**config.mk**
```make
export PLATFORM = sky130hd
export DESIGN_NAME = unsigned_to_ascii_digits
export DESIGN_NICKNAME = d
export VERILOG_FILES = /design/src/rtl/uad_pkg.sv /design/src/rtl/uad_queue.sv /design/src/rtl/uad_front.sv /design/src/rtl/uad_back.sv /design/src/rtl/unsigned_to_ascii_digits.sv
export SDC_FILE = /design/constraint.sdc
export NUM_CORES = 1
export LEC_CHECK = 0
export BUFFER_PORTS_ARGS = -buffer_cell sky130_fd_sc_hd__buf_2
export CAP_MARGIN = 5
export CORE_MARGIN = 3
export CORE_UTILIZATION = 62
export DETAILED_ROUTE_END_ITERATION = 6
export PLACE_DENSITY = 0.81
export RECOVER_POWER = 100
export SYNTH_ARGS = -nofsm -noshare
export SYNTH_HDL_FRONTEND = slang
export SYNTH_SLANG_ARGS = --single-unit
```
**constraint.sdc**
```tcl
create_clock -name clk -period 7.3 [get_ports clk]
set_input_delay 0.365 -clock clk [delete_from_list [all_inputs] [get_ports clk]]
set_output_delay 0.365 -clock clk [all_outputs]
set_load 0.005 [all_outputs]
```
**src/rtl/uad_pkg.sv**
```systemverilog
`default_nettype none
// ----------------------------------------------------------------------------
// uad_pkg
// shared codes, queue status type and digit encoding for the digit converter
// ----------------------------------------------------------------------------
package uad_pkg;

  // format codes carried on op
  localparam logic OP_DEC = 1'b0;
  localparam logic OP_HEX = 1'b1;

  // digit slots
  localparam int DEC_DIGITS = 10;
  localparam int HEX_DIGITS = 8;
  localparam int HEX_BITS   = 32;

  localparam logic [6:0] ASCII_ZERO  = 7'h30;
  localparam logic [6:0] ASCII_UPPER = 7'h41;
  localparam logic [3:0] DIGIT_TEN   = 4'hA;

  // queue status seen by the front end
  typedef struct packed {
    logic full;
    logic empty;
  } uad_qstat_t;

  // one digit nibble to ascii
  function automatic logic [6:0] digit_char(input logic [3:0] d);
    logic [6:0] c;
    if (d < DIGIT_TEN) begin
      c = ASCII_ZERO + 7'(d);
    end else begin
      c = ASCII_UPPER + 7'(d - DIGIT_TEN);
    end
    return c;
  endfunction

endpackage
`default_nettype wire

```
**src/rtl/uad_queue.sv**
```systemverilog
`default_nettype none
// ----------------------------------------------------------------------------
// uad_queue
// two-entry request queue between front end and conversion engine
// ----------------------------------------------------------------------------
module uad_queue #(
  parameter int W = 33
) (
  input  wire logic          clk,
  input  wire logic          rst,
  input  wire logic          push,
  input  wire logic [W-1:0]  din,
  input  wire logic          pop,
  output logic [W-1:0]       dout,
  output uad_pkg::uad_qstat_t stat
);
  import uad_pkg::*;

  logic [W-1:0] mem [2];
  logic         wp;
  logic         rp;
  logic [1:0]   cnt;

  always_ff @(posedge clk) begin
    if (rst) begin
      wp  <= 1'b0;
      rp  <= 1'b0;
      cnt <= 2'd0;
    end else begin
      if (push) begin
        wp <= ~wp;
      end
      if (pop) begin
        rp <= ~rp;
      end
      unique case ({push, pop})
        2'b10:   cnt <= cnt + 2'd1;
        2'b01:   cnt <= cnt - 2'd1;
        default: cnt <= cnt;
      endcase
    end
  end

  always_ff @(posedge clk) begin
    if (push) begin
      mem[wp] <= din;
    end
  end

  assign dout       = mem[rp];
  assign stat.full  = (cnt == 2'd2);
  assign stat.empty = (cnt == 2'd0);

endmodule
`default_nettype wire

```
**src/rtl/uad_front.sv**
```systemverilog
`default_nettype none
// ----------------------------------------------------------------------------
// uad_front
// accepts requests, masks the value and packs format and value for the queue
// ----------------------------------------------------------------------------
module uad_front #(
  parameter int VW = 32
) (
  input  wire logic                start,
  input  wire logic                op,
  input  wire logic [31:0]         value,
  input  wire uad_pkg::uad_qstat_t qstat,
  output logic                     busy,
  output logic                     push,
  output logic [VW:0]              entry
);
  import uad_pkg::*;

  logic hex;

  assign hex   = (op == OP_HEX);
  assign busy  = qstat.full;
  assign push  = start & ~qstat.full;
  assign entry = {hex, value[VW-1:0]};

endmodule
`default_nettype wire

```
**src/rtl/uad_back.sv**
```systemverilog
`default_nettype none
// ----------------------------------------------------------------------------
// uad_back
// conversion engine: shift-add-3 for decimal, direct nibbles for hex,
// then one digit per cycle with leading zeros dropped
// ----------------------------------------------------------------------------
module uad_back #(
  parameter int VW = 32
) (
  input  wire logic                clk,
  input  wire logic                rst,
  input  wire uad_pkg::uad_qstat_t qstat,
  input  wire logic [VW:0]         entry,
  output logic                     pop,
  output logic                     strobe,
  output logic [6:0]               ascii_char,
  output logic                     last
);
  import uad_pkg::*;

  localparam int DB = DEC_DIGITS * 4;
  localparam int IW = $clog2(VW + 1);

  localparam logic [1:0] ST_IDLE = 2'd0;
  localparam logic [1:0] ST_CONV = 2'd1;
  localparam logic [1:0] ST_EMIT = 2'd2;

  logic [1:0]    state;
  logic [VW-1:0] bin;
  logic [DB-1:0] digs;
  logic [DB-1:0] adj;
  logic [IW-1:0] iter;
  logic [3:0]    cnt;
  logic          started;
  logic [3:0]    top;
  logic [HEX_BITS-1:0] hv;

  assign pop = (state == ST_IDLE) & ~qstat.empty;
  assign top = digs[DB-1 -: 4];
  assign hv  = HEX_BITS'(entry[VW-1:0]);

  // add 3 to every bcd digit of 5 or more before the shift
  always_comb begin
    for (int i = 0; i < DEC_DIGITS; i++) begin
      adj[i*4 +: 4] = (digs[i*4 +: 4] >= 4'd5) ? digs[i*4 +: 4] + 4'd3 : digs[i*4 +: 4];
    end
  end

  always_ff @(posedge clk) begin
    if (rst) begin
      state   <= ST_IDLE;
      strobe  <= 1'b0;
      started <= 1'b0;
    end else begin
      strobe <= 1'b0;
      unique case (state)
        ST_IDLE: begin
          if (pop) begin
            started <= 1'b0;
            if (entry[VW] == OP_HEX) begin
              digs  <= {hv, {(DB - HEX_BITS){1'b0}}};
              cnt   <= 4'(HEX_DIGITS);
              state <= ST_EMIT;
            end else begin
              digs  <= '0;
              bin   <= entry[VW-1:0];
              iter  <= IW'(VW);
              state <= ST_CONV;
            end
          end
        end
        ST_CONV: begin
          digs <= {adj[DB-2:0], bin[VW-1]};
          bin  <= bin << 1;
          iter <= iter - IW'(1);
          if (iter == IW'(1)) begin
            cnt   <= 4'(DEC_DIGITS);
            state <= ST_EMIT;
          end
        end
        ST_EMIT: begin
          digs <= digs << 4;
          cnt  <= cnt - 4'd1;
          // leading zero: drop it without a strobe
          if (started || top != 4'd0 || cnt == 4'd1) begin
            started    <= 1'b1;
            strobe     <= 1'b1;
            ascii_char <= digit_char(top);
            last       <= (cnt == 4'd1);
          end
          if (cnt == 4'd1) begin
            state <= ST_IDLE;
          end
        end
        default: begin
          state <= ST_IDLE;
        end
      endcase
    end
  end

endmodule
`default_nettype wire

```
**src/rtl/unsigned_to_ascii_digits.sv**
```systemverilog
`default_nettype none
// decimal runs the shift-add-3 loop before the digit scan, hex goes straight to the digit scan;
//   digits come one per cycle once the first is out
// requests are converted one at a time, paced by the shift-add-3 loop
//   and the digit scan of the single conversion engine; a two-entry queue takes requests ahead
// busy is high only while the queue is full; results are never stalled by the receiver
// reset (rst, synchronous) empties the queue and returns the engine to idle
// ----------------------------------------------------------------------------
// unsigned_to_ascii_digits
// converts an unsigned value to ascii decimal or upper-case hex digits,
// most significant first, no leading zeros, last flag on the final digit
// ----------------------------------------------------------------------------
module unsigned_to_ascii_digits #(
  parameter int VALUE_BITS = 32
) (
  input  wire logic        clk,
  input  wire logic        rst,
  // request side
  input  wire logic        start,
  output logic             busy,
  input  wire logic        op,
  input  wire logic [31:0] value,
  // result side, one digit per strobe
  output logic             strobe,
  output logic [6:0]       ascii_char,
  output logic             last
);
  import uad_pkg::*;

  // only the low bits of value that fit the field take part
  localparam int VW = (VALUE_BITS < 32) ? VALUE_BITS : 32;

  uad_qstat_t   qstat;
  logic         push;
  logic         pop;
  logic [VW:0]  entry_in;
  logic [VW:0]  entry_out;

  // front end: accept and classify the request
  uad_front #(.VW(VW)) u_front (
    .start (start),
    .op    (op),
    .value (value),
    .qstat (qstat),
    .busy  (busy),
    .push  (push),
    .entry (entry_in)
  );

  // short queue decoupling acceptance from conversion
  uad_queue #(.W(VW + 1)) u_queue (
    .clk  (clk),
    .rst  (rst),
    .push (push),
    .din  (entry_in),
    .pop  (pop),
    .dout (entry_out),
    .stat (qstat)
  );

  // back end: bcd conversion and digit emission
  uad_back #(.VW(VW)) u_back (
    .clk        (clk),
    .rst        (rst),
    .qstat      (qstat),
    .entry      (entry_out),
    .pop        (pop),
    .strobe     (strobe),
    .ascii_char (ascii_char),
    .last       (last)
  );

endmodule
`default_nettype wire

```
==> results.tsv, run 1 <==
metric	value	unit
status	finished, violations left	
violations	capacitance limit, slew limit	
start_util	64.9	%
p_leak	0.00314	uW
overflow	0	
ys_warn_count	0	
h-tree-depth	4	
timing.final.max_slew_violations	205	
setup_violations	0	
viasPerCell	6.07	
hold_buffers	0	
regArea	4870	um2
crit_cells	7	
routedWlPerCell	18.7	um
synth_nets	687	
tns	0	ns
cts_setup_buffers	0	
netlist_area	7950	um2
first_pass_iters	5	
max_stage_delay	1.89	ns
syn-mean-instance-area	12.9	um2
finalCriticalPeriod	4.57	ns
synth_top_area_share	58.9	%
drc_errors	0	
pwr-share-clk	24.9	%
track_usage	22.9	%
comb_power_share	32.7	%
io_buffer_count	45	
clkSinkCount	165	
hp-class	in -> reg	
arrival	4.81	ns
grt_pass1_wl	25.3	mm
die_area	14200	um2
critPathLaunchType	flop	
r2r_slack	2.73	ns
crit_chain	inv_1 > ha_1 > clkbuf_1 > nand2_1 > clkbuf_1 > or3_1 > o221ai_1	
syn-instance-count	618	
cpMostUsedCell	clkbuf_1	
drt_iter0_markers	435	
synth.area.top_cells	edfxtp_1 59%, ha_1 5.2%, mux2_2 3.0%, nand2_1 2.7%, mux2i_1 2.6%	
ios	46	
seq_area_frac_synth	61.2	%
clk-insertion-delay-late	0.42	ns
async_flop_share	0	%
relSlewSlack	-77.6	%
finalCritPeriodShare	62.7	%
drive_above_1_share	12.4	%
yosysMostFrequentCell	edfxtp_1	
antenna_found_initial	0	
synth-edff-count	156	
hold_viol	0	
path_class	reg -> reg	
netlist.top_cell.by_area	edfxtp_1	
yosys_most_used_dff	edfxtp_1	
slowest_stage	clkbuf_1	
endpoint	u_back.digs[24]	
synth-seq-cells	165	
power_density	422	nW/um2
multi_input_area	2780	um2
cp_max_fo	56	
grt_pass1_vias	5107	
clockRootBuffer	clkbuf_16	
die_h	119	um
clock_path_buffers	2	
nNetsFinal	730	
cp_top_family	buffers and inverters	
num-fill-cells	806	
switching_share	33.3	%
p_switching	1250	uW
hpwl	9.81	mm
fmax	219	MHz
finalClockSkew	0.00715	ns
worst-slew-pin-transition	2.66	ns
p_int	2500	uW
rows	40	
vdd_drop_max	0.234	mV
placed_cells	810	
ctsResizeCount	0	
final_area	8860	um2
grt_start_max_net_pins	60	
drt_wl_total	15.7	mm
crit_buf_inv	3	
dieWidth	119	um
cts_buffers	17	
reg2reg_to	u_back.digs[24]	
reg2reg_depth	7	
finalNonFillerCells	839	
diodes	0	
synthDistinctLibCells	52	
antenna_violating_nets_post_route	0	
maxCapViolations	5	
endpoint_kind	flop	
via_count	5091	
pwr-share-seq	42.3	%
r2r_start	u_back.state[1]	
yosys-top-cells-count	156 x edfxtp_1, 58 x nand2_1, 42 x inv_1, 38 x a21oi_1, 33 x ha_1	
cts_tree	done	
core_region_area	12300	um2
place.gp.congestion	0.858	
syn_to_final_growth	11.4	%
critPathLaunch	u_back.state[1]	
post_dp_cell_area	8320	um2
crit_required	7.53	ns
path_clk_slew	0.06	ns
rsz0062_at_grt	no	
==> through the flow <==
| stage | hold WS (ns) | total power (uW) | utilization (%) | setup WS (ns) |
|---|---|---|---|---|
| 3_3_place_gp | 0.486 | 2720 | 67.9 | 4.80 |
| 4_1_cts | 0.117 | 3750 | 72.9 | 4.61 |
| 2_1_floorplan | 0.464 | 2490 | - | 2.88 |
| 5_1_grt | 0.117 | 3970 | 72.3 | 2.34 |
| 6_report | 0.134 | 3740 | 72.3 | 2.73 |
| 3_5_place_dp | 0.494 | 2800 | 67.9 | 4.69 |
==> state kept, by name, indices dropped and copies added, names as in the netlist, named ones only <==
| register | cells |
|---|---|
| u_queue.wp | 1 |
| u_back.started | 1 |
| u_queue.mem | 66 |
| u_back.state | 2 |
| u_back.cnt | 4 |
| u_queue.rp | 1 |
| u_back.digs | 40 |
| u_back.last | 1 |
| u_queue.cnt | 2 |
| u_back.iter | 6 |
| u_back.bin | 32 |
| u_back.strobe | 1 |
| u_back.ascii_char | 7 |
==> how the worst min path moves through the flow <==
| stage | slack (ns) | startpoint | cells past startpoint | endpoint |
|---|---|---|---|---|
| floorplan | 0.46 | value[0] | 0 | u_queue.mem[0][0] |
| global placement | 0.49 | u_queue.rp | 2 | u_queue.rp |
| detailed placement | 0.49 | u_queue.rp | 2 | flop |
| CTS | 0.12 | value[6] | 1 | u_queue.mem[1][6] |
| global route | 0.12 | value[6] | 1 | u_queue.mem[1][6] |
| finish | 0.13 | value[6] | 1 | u_queue.mem[1][6] |
==> cell type report <==
cell class              count  area share, %
multi-input cells         383           31.4
inverters                  42           1.78
repair buffers             52           2.63
well taps                 168           2.37
flip-flops and latches    165           54.9
clock buffers              18           4.84
clock inverters            11           2.09
==> cell usage in the layout (no fill, tap or decap), drive strengths merged, types with 2 or more instances in the layout <==
cell type	netlist	routed
a211oi	2	2
a21oi	39	39
a221o	7	7
a22oi	2	2
a32oi	12	12
and2	4	4
and3	3	3
buf	17	27
bufinv	0	5
clkbuf	11	43
clkinv	0	6
dfxtp	9	9
edfxtp	156	156
ha	33	33
inv	42	42
mux2	27	27
mux2i	22	22
nand2	59	59
nand2b	13	13
nand3b	2	2
nor2	24	24
nor2b	16	16
nor3	4	4
nor3b	5	5
o21ai	33	33
o221ai	22	22
o22ai	3	3
or3	9	9
xnor2	15	15
xor2	16	16
==> worst register-to-register path, delay by kind of cell (launching register included) <==
family	cells	cell delay (ns)
compound gates	1	0.09
simple gates	2	1.01
fa+ha+maj	1	0.18
flops	1	0.33
buf+inv	3	2.77
==> power groups by stage <==
stage / clock (uW) / combinational (uW) / sequential, uW
2_1_floorplan: 0 / 949 / 1540
3_3_place_gp: 0 / 1150 / 1570
3_5_place_dp: 0 / 1220 / 1580
4_1_cts: 943 / 1240 / 1570
5_1_grt: 985 / 1370 / 1610
6_report: 933 / 1230 / 1580
==> metal layers <==
layer  global-route usage, %  wire length (um)  share of wire [%]
met5                       0                 0                  0
met3                    4.27               943                6.0
met2                    36.5              7640                 49
met4                    10.9               435                2.8
met1                    30.5              6690                 43
==> cells by family (layout without fill, tap and decap cells) <==
| group | after synthesis | count (layout) | synth area share, % |
|---|---|---|---|
| AND/OR/NAND/NOR | 143 | 143 | 8.97 |
| multiplexers | 49 | 49 | 6.64 |
| AO/OA/AOI/OAI | 127 | 127 | 10.8 |
| flip-flops | 165 | 165 | 61.2 |
| adder cells (fa/ha/maj) | 33 | 33 | 5.19 |
| XOR/XNOR | 31 | 31 | 3.41 |
| buffers and inverters | 70 | 123 | 3.79 |
No activity file was read; power rests on OpenSTA's default activity.
==> inputs of run 2 (changes only) <==
- CORE_UTILIZATION: 62 -> 55
- PLACE_DENSITY: 0.81 -> 0.76
- clock period: 7.3 -> 3.7 ns (I/O delays scaled with it)
==> results.tsv, run 2 (synthesis results as in run 1) <==
metric	value	unit	change
hp-class	in -> reg		
pre_cts_ws	1.39	ns	-3.30 ns
layout_commonest_cell	edfxtp_1		
cts_tree	done		
finalNonFillerCells	889		+6.0%
grt_start_max_net_pins	59		-1.7%
crit_buf_inv	2		-1
vdd_drop_max	0.379	mV	+62%
first_pass_iters	5		unchanged
core_region_area	14000	um2	+14%
track_usage	20.9	%	-2.0 points
tns	0	ns	unchanged
drive_above_1_share	11.4	%	-0.95 points
clock_path_buffers	2		unchanged
relSlewSlack	-31.0	%	+47 points
h-tree-depth	4		unchanged
path_clk_slew	0.06	ns	about the same
path_class	reg -> reg		
power_density	811	nW/um2	+92%
cts_buffers	17		unchanged
worst-slew-pin-transition	1.96	ns	-0.699 ns
routedWlPerCell	18.0	um	-3.7%
setup_violations	0		unchanged
critPathLaunchType	flop		
overflow	0		unchanged
maxCapViolations	2		-3
dieWidth	126	um	+5.9%
hpwl	10.0	mm	+2.1%
slowest_stage	clkbuf_2		
nNetsFinal	765		+4.8%
finalClockSkew	0.00985	ns	+0.00271 ns
endpoint_kind	flop		
start_util	56.9	%	-8.0 points
antenna_found_initial	0		unchanged
place.gp.congestion	0.845		-1.5%
grt_pass1_vias	5177		+1.4%
max_stage_delay	0.89	ns	-1.00 ns
setup_ws	0.891	ns	-1.83 ns
status	finished, violations left		
io_buffer_count	45		unchanged
via_count	5112		+0.41%
cts_setup_buffers	0		unchanged
die_h	126	um	+5.9%
cp_max_fo	55		-1.8%
drt_wl_total	16.0	mm	+2.0%
viasPerCell	5.75		-5.2%
crit_chain	inv_1 > ha_1 > clkbuf_2 > o21ai_0 > and3_1		
drt_iter0_markers	415		-4.6%
clk-insertion-delay-late	0.43	ns	about the same
violations	capacitance limit, slew limit		
syn_to_final_growth	16.4	%	
clkSinkCount	165		unchanged
crit_required	3.87	ns	-3.66 ns
fmax	356	MHz	+63%
arrival	2.97	ns	-1.84 ns
grt_pass1_wl	26.1	mm	+3.2%
drc_errors	0		unchanged
timing.final.max_slew_violations	68		-67%
p_leak	0.00328	uW	+4.5%
finalCriticalPeriod	2.81	ns	-1.77 ns
largest_register	u_queue.mem		
die_area	15900	um2	+12%
hold_viol	0		unchanged
num-fill-cells	1021		+27%
finalCritPeriodShare	75.9	%	+13 points
layout_common_cells	156 x edfxtp_1, 58 x nand2_1, 42 x inv_1		
top_regs	u_queue.mem (66), u_back.digs (40), u_back.bin (32)		
placed_cells	824		+1.7%
largest_reg_flops	66		unchanged
ios	46		unchanged
diodes	0		unchanged
rsz0062_at_grt	no		
clockRootBuffer	clkbuf_16		
rows	43		+7.5%
antenna_violating_nets_post_route	0		unchanged
cp_top_family	buffers and inverters		
## run 2: worst reg2reg max path: stages (launching register included)
cell	delay (ns)
dfxtp_1	0.35
inv_1	0.12
ha_1	0.19
clkbuf_2	0.89
o21ai_0	0.58
and3_1	0.41
## run 2: per-stage QoR
step | hold slack (ns) | total power (uW) | utilization [%] | area [um2]
floorplan | 0.284 | 4910 | - | 7960
global placement | 0.372 | 5410 | 59.7 | 8360
detailed placement | 0.376 | 5530 | 59.7 | 8360
CTS | 0.122 | 7510 | 66.7 | 9340
global route | 0.127 | 7940 | 66.2 | 9260
finish | 0.123 | 7500 | 66.2 | 9260
## run 2: path summary, 6_finish.rpt
path,start,to,slack (ns),depth (start not counted)
worst min-delay path,rst,u_queue.rp,0.12,2
worst min register to register,u_queue.rp,u_queue.rp,0.51,2
worst max-delay path,u_back.state[1],u_back.cnt[2],0.89,5
worst max register to register,u_back.state[1],u_back.cnt[2],0.89,5
## run 2: report_power, final
part / total [uW] / internal, uW / switching (uW)
Combinational: 2430 / 966 / 1460
Sequential: 3130 / 2790 / 340
Clock: 1950 / 1210 / 744
Total: 7500 / 4960 / 2550
## run 2: timing repair
action,4_1_cts,5_1_grt
endpoints found under the hold margin,66,0
hold buffers,33,0
resized for setup,0,0
## run 2: per-layer routing
metal	share of wire, %	global-route usage (%)	up-vias
li1	-	-	2439
met1	43	27.6	2470
met2	49	34.0	175
met3	5.7	5.17	28
met4	1.9	7.51	0
met5	0	0	-
## run 2: final cells by class
class | instances | area (um2) | share of cell area (%)
repair buffers | 87 | 568 | 6.14
multi-input cells | 383 | 2790 | 30.2
clock buffers | 18 | 429 | 4.64
clock inverters | 14 | 219 | 2.36
flip-flops and latches | 165 | 4870 | 52.6
inverters | 42 | 158 | 1.70
well taps | 180 | 225 | 2.43
==> inputs of run 3 (changes only) <==
- clock period: 3.7 -> 2.3 ns (I/O delays scaled with it)
==> results.tsv, run 3 (synthesis results as in run 1) <==
metric	value	unit	change
status	completed		
grt_pass1_vias	5352		+3.4%
drc_errors	0		unchanged
post_dp_cell_area	8450	um2	+1.1%
num-fill-cells	1004		-1.7%
largest_reg_flops	66		unchanged
timing.final.max_slew_violations	0		-100%
routedWlPerCell	18.3	um	+1.5%
utilization	66.4	%	+0.17 points
cp_max_fo	20		-64%
die_h	126	um	unchanged
drt_wl_total	16.3	mm	+2.0%
finalCriticalPeriod	2.12	ns	-0.691 ns
relSlewSlack	32.4	%	+63 points
clkSinkCount	165		unchanged
start_util	56.9	%	unchanged
path_clk_slew	0.06	ns	about the same
ios	46		unchanged
vdd_drop_max	0.673	mV	+78%
p_total	12000	uW	+60%
largest_register	u_queue.mem		
crit_required	2.47	ns	-1.40 ns
rows	43		unchanged
top_regs	u_queue.mem (66), u_back.digs (40), u_back.bin (32)		
dieWidth	126	um	unchanged
rsz0062_at_grt	no		
cts_buffers	17		unchanged
clockRootBuffer	clkbuf_16		
final_area	9280	um2	+0.26%
hpwl	10.5	mm	+4.4%
via_count	5160		+0.94%
crit_chain	inv_1 > ha_4 > or2_0 > o22ai_1 > a21o_1		
finalCritPeriodShare	92.1	%	+16 points
fmax	472	MHz	+33%
track_usage	21.2	%	+0.25 points
critPathLaunchType	flop		
hp-class	in -> reg		
p_leak	0.00331	uW	+0.75%
grt_pass1_wl	26.7	mm	+2.3%
max_stage_delay	0.64	ns	-0.25 ns
setup_violations	0		unchanged
drive_above_1_share	12.3	%	+0.92 points
viasPerCell	5.78		+0.49%
worst-slew-pin-transition	1.01	ns	-0.951 ns
ctsResizeCount	0		unchanged
power_density	1290	nW/um2	+60%
finalClockSkew	0.00740	ns	-0.00245 ns
whs	0.0340	ns	-0.0889 ns
slowest_stage	or2_0		
r2r_slack	0.18	ns	-0.71 ns
cp_top_family	simple AND/OR/NAND/NOR gates		
endpoint_kind	flop		
drt_iter0_markers	413		-0.48%
hold_viol	0		unchanged
crit_buf_inv	1		-1
first_pass_iters	5		unchanged
grt_start_max_net_pins	59		unchanged
antenna_violating_nets_post_route	0		unchanged
layout_commonest_cell	edfxtp_1		
cts_tree	done		
cts_setup_buffers	0		unchanged
maxCapViolations	0		-2
clk-insertion-delay-late	0.42	ns	about the same
io_buffer_count	45		unchanged
nNetsFinal	770		+0.65%
arrival	2.29	ns	-0.68 ns
layout_common_cells	156 x edfxtp_1, 58 x nand2_1, 41 x inv_1		
antenna_found_initial	0		unchanged
path_class	reg -> reg		
h-tree-depth	4		unchanged
die_area	15900	um2	unchanged
diodes	0		unchanged
syn_to_final_growth	16.7	%	
place.gp.congestion	0.845		about the same
core_region_area	14000	um2	unchanged
overflow	0		unchanged
clock_path_buffers	2		unchanged
==> run 3: metrics by stage <==
step           cells  setup TNS, ns  worst slack [ns]
6_report         893              0             0.182
5_1_grt          893              0            0.0624
4_1_cts          893              0             0.236
3_5_place_dp     829              0             0.239
3_3_place_gp     829              0             0.312
2_1_floorplan    618          -3.48            -0.173
==> run 3: area by class of cell <==
cell class	count	area, um2	share of cell area [%]
sequential	165	4870	52.4
multi-input combinational	383	2780	29.9
timing repair buffer	92	624	6.73
clock buffer	18	429	4.62
tap	180	225	2.43
clock inverter	13	204	2.20
inverter	42	158	1.70
==> run 3: worst paths after layout <==
kind,end,from,cells past startpoint
max,u_back.digs[39],u_back.state[1],5
min,u_queue.rp,rst,2
max reg2reg,u_back.digs[39],u_back.state[1],5
min reg2reg,u_queue.rp,u_queue.rp,2
==> run 3: power breakdown <==
part           switching [uW]  internal [uW]
registers                 511           4470
logic                    2390           1610
clock network            1130           1920
total                    4030           7990
==> run 3: layer usage <==
layer	up-vias	part of all wire, %	global-route usage [%]
li1	2450	-	-
met1	2510	42	27.0
met4	0	1.9	7.63
met5	-	0	0
met3	24	5.5	3.77
met2	176	50	36.5
==> run 3: what timing repair did <==
| action | in CTS | in global routing |
|---|---|---|
| endpoints found under the setup margin | 0 | 0 |
| hold endpoints to repair | 66 | 0 |
| hold buffers | 33 | 0 |
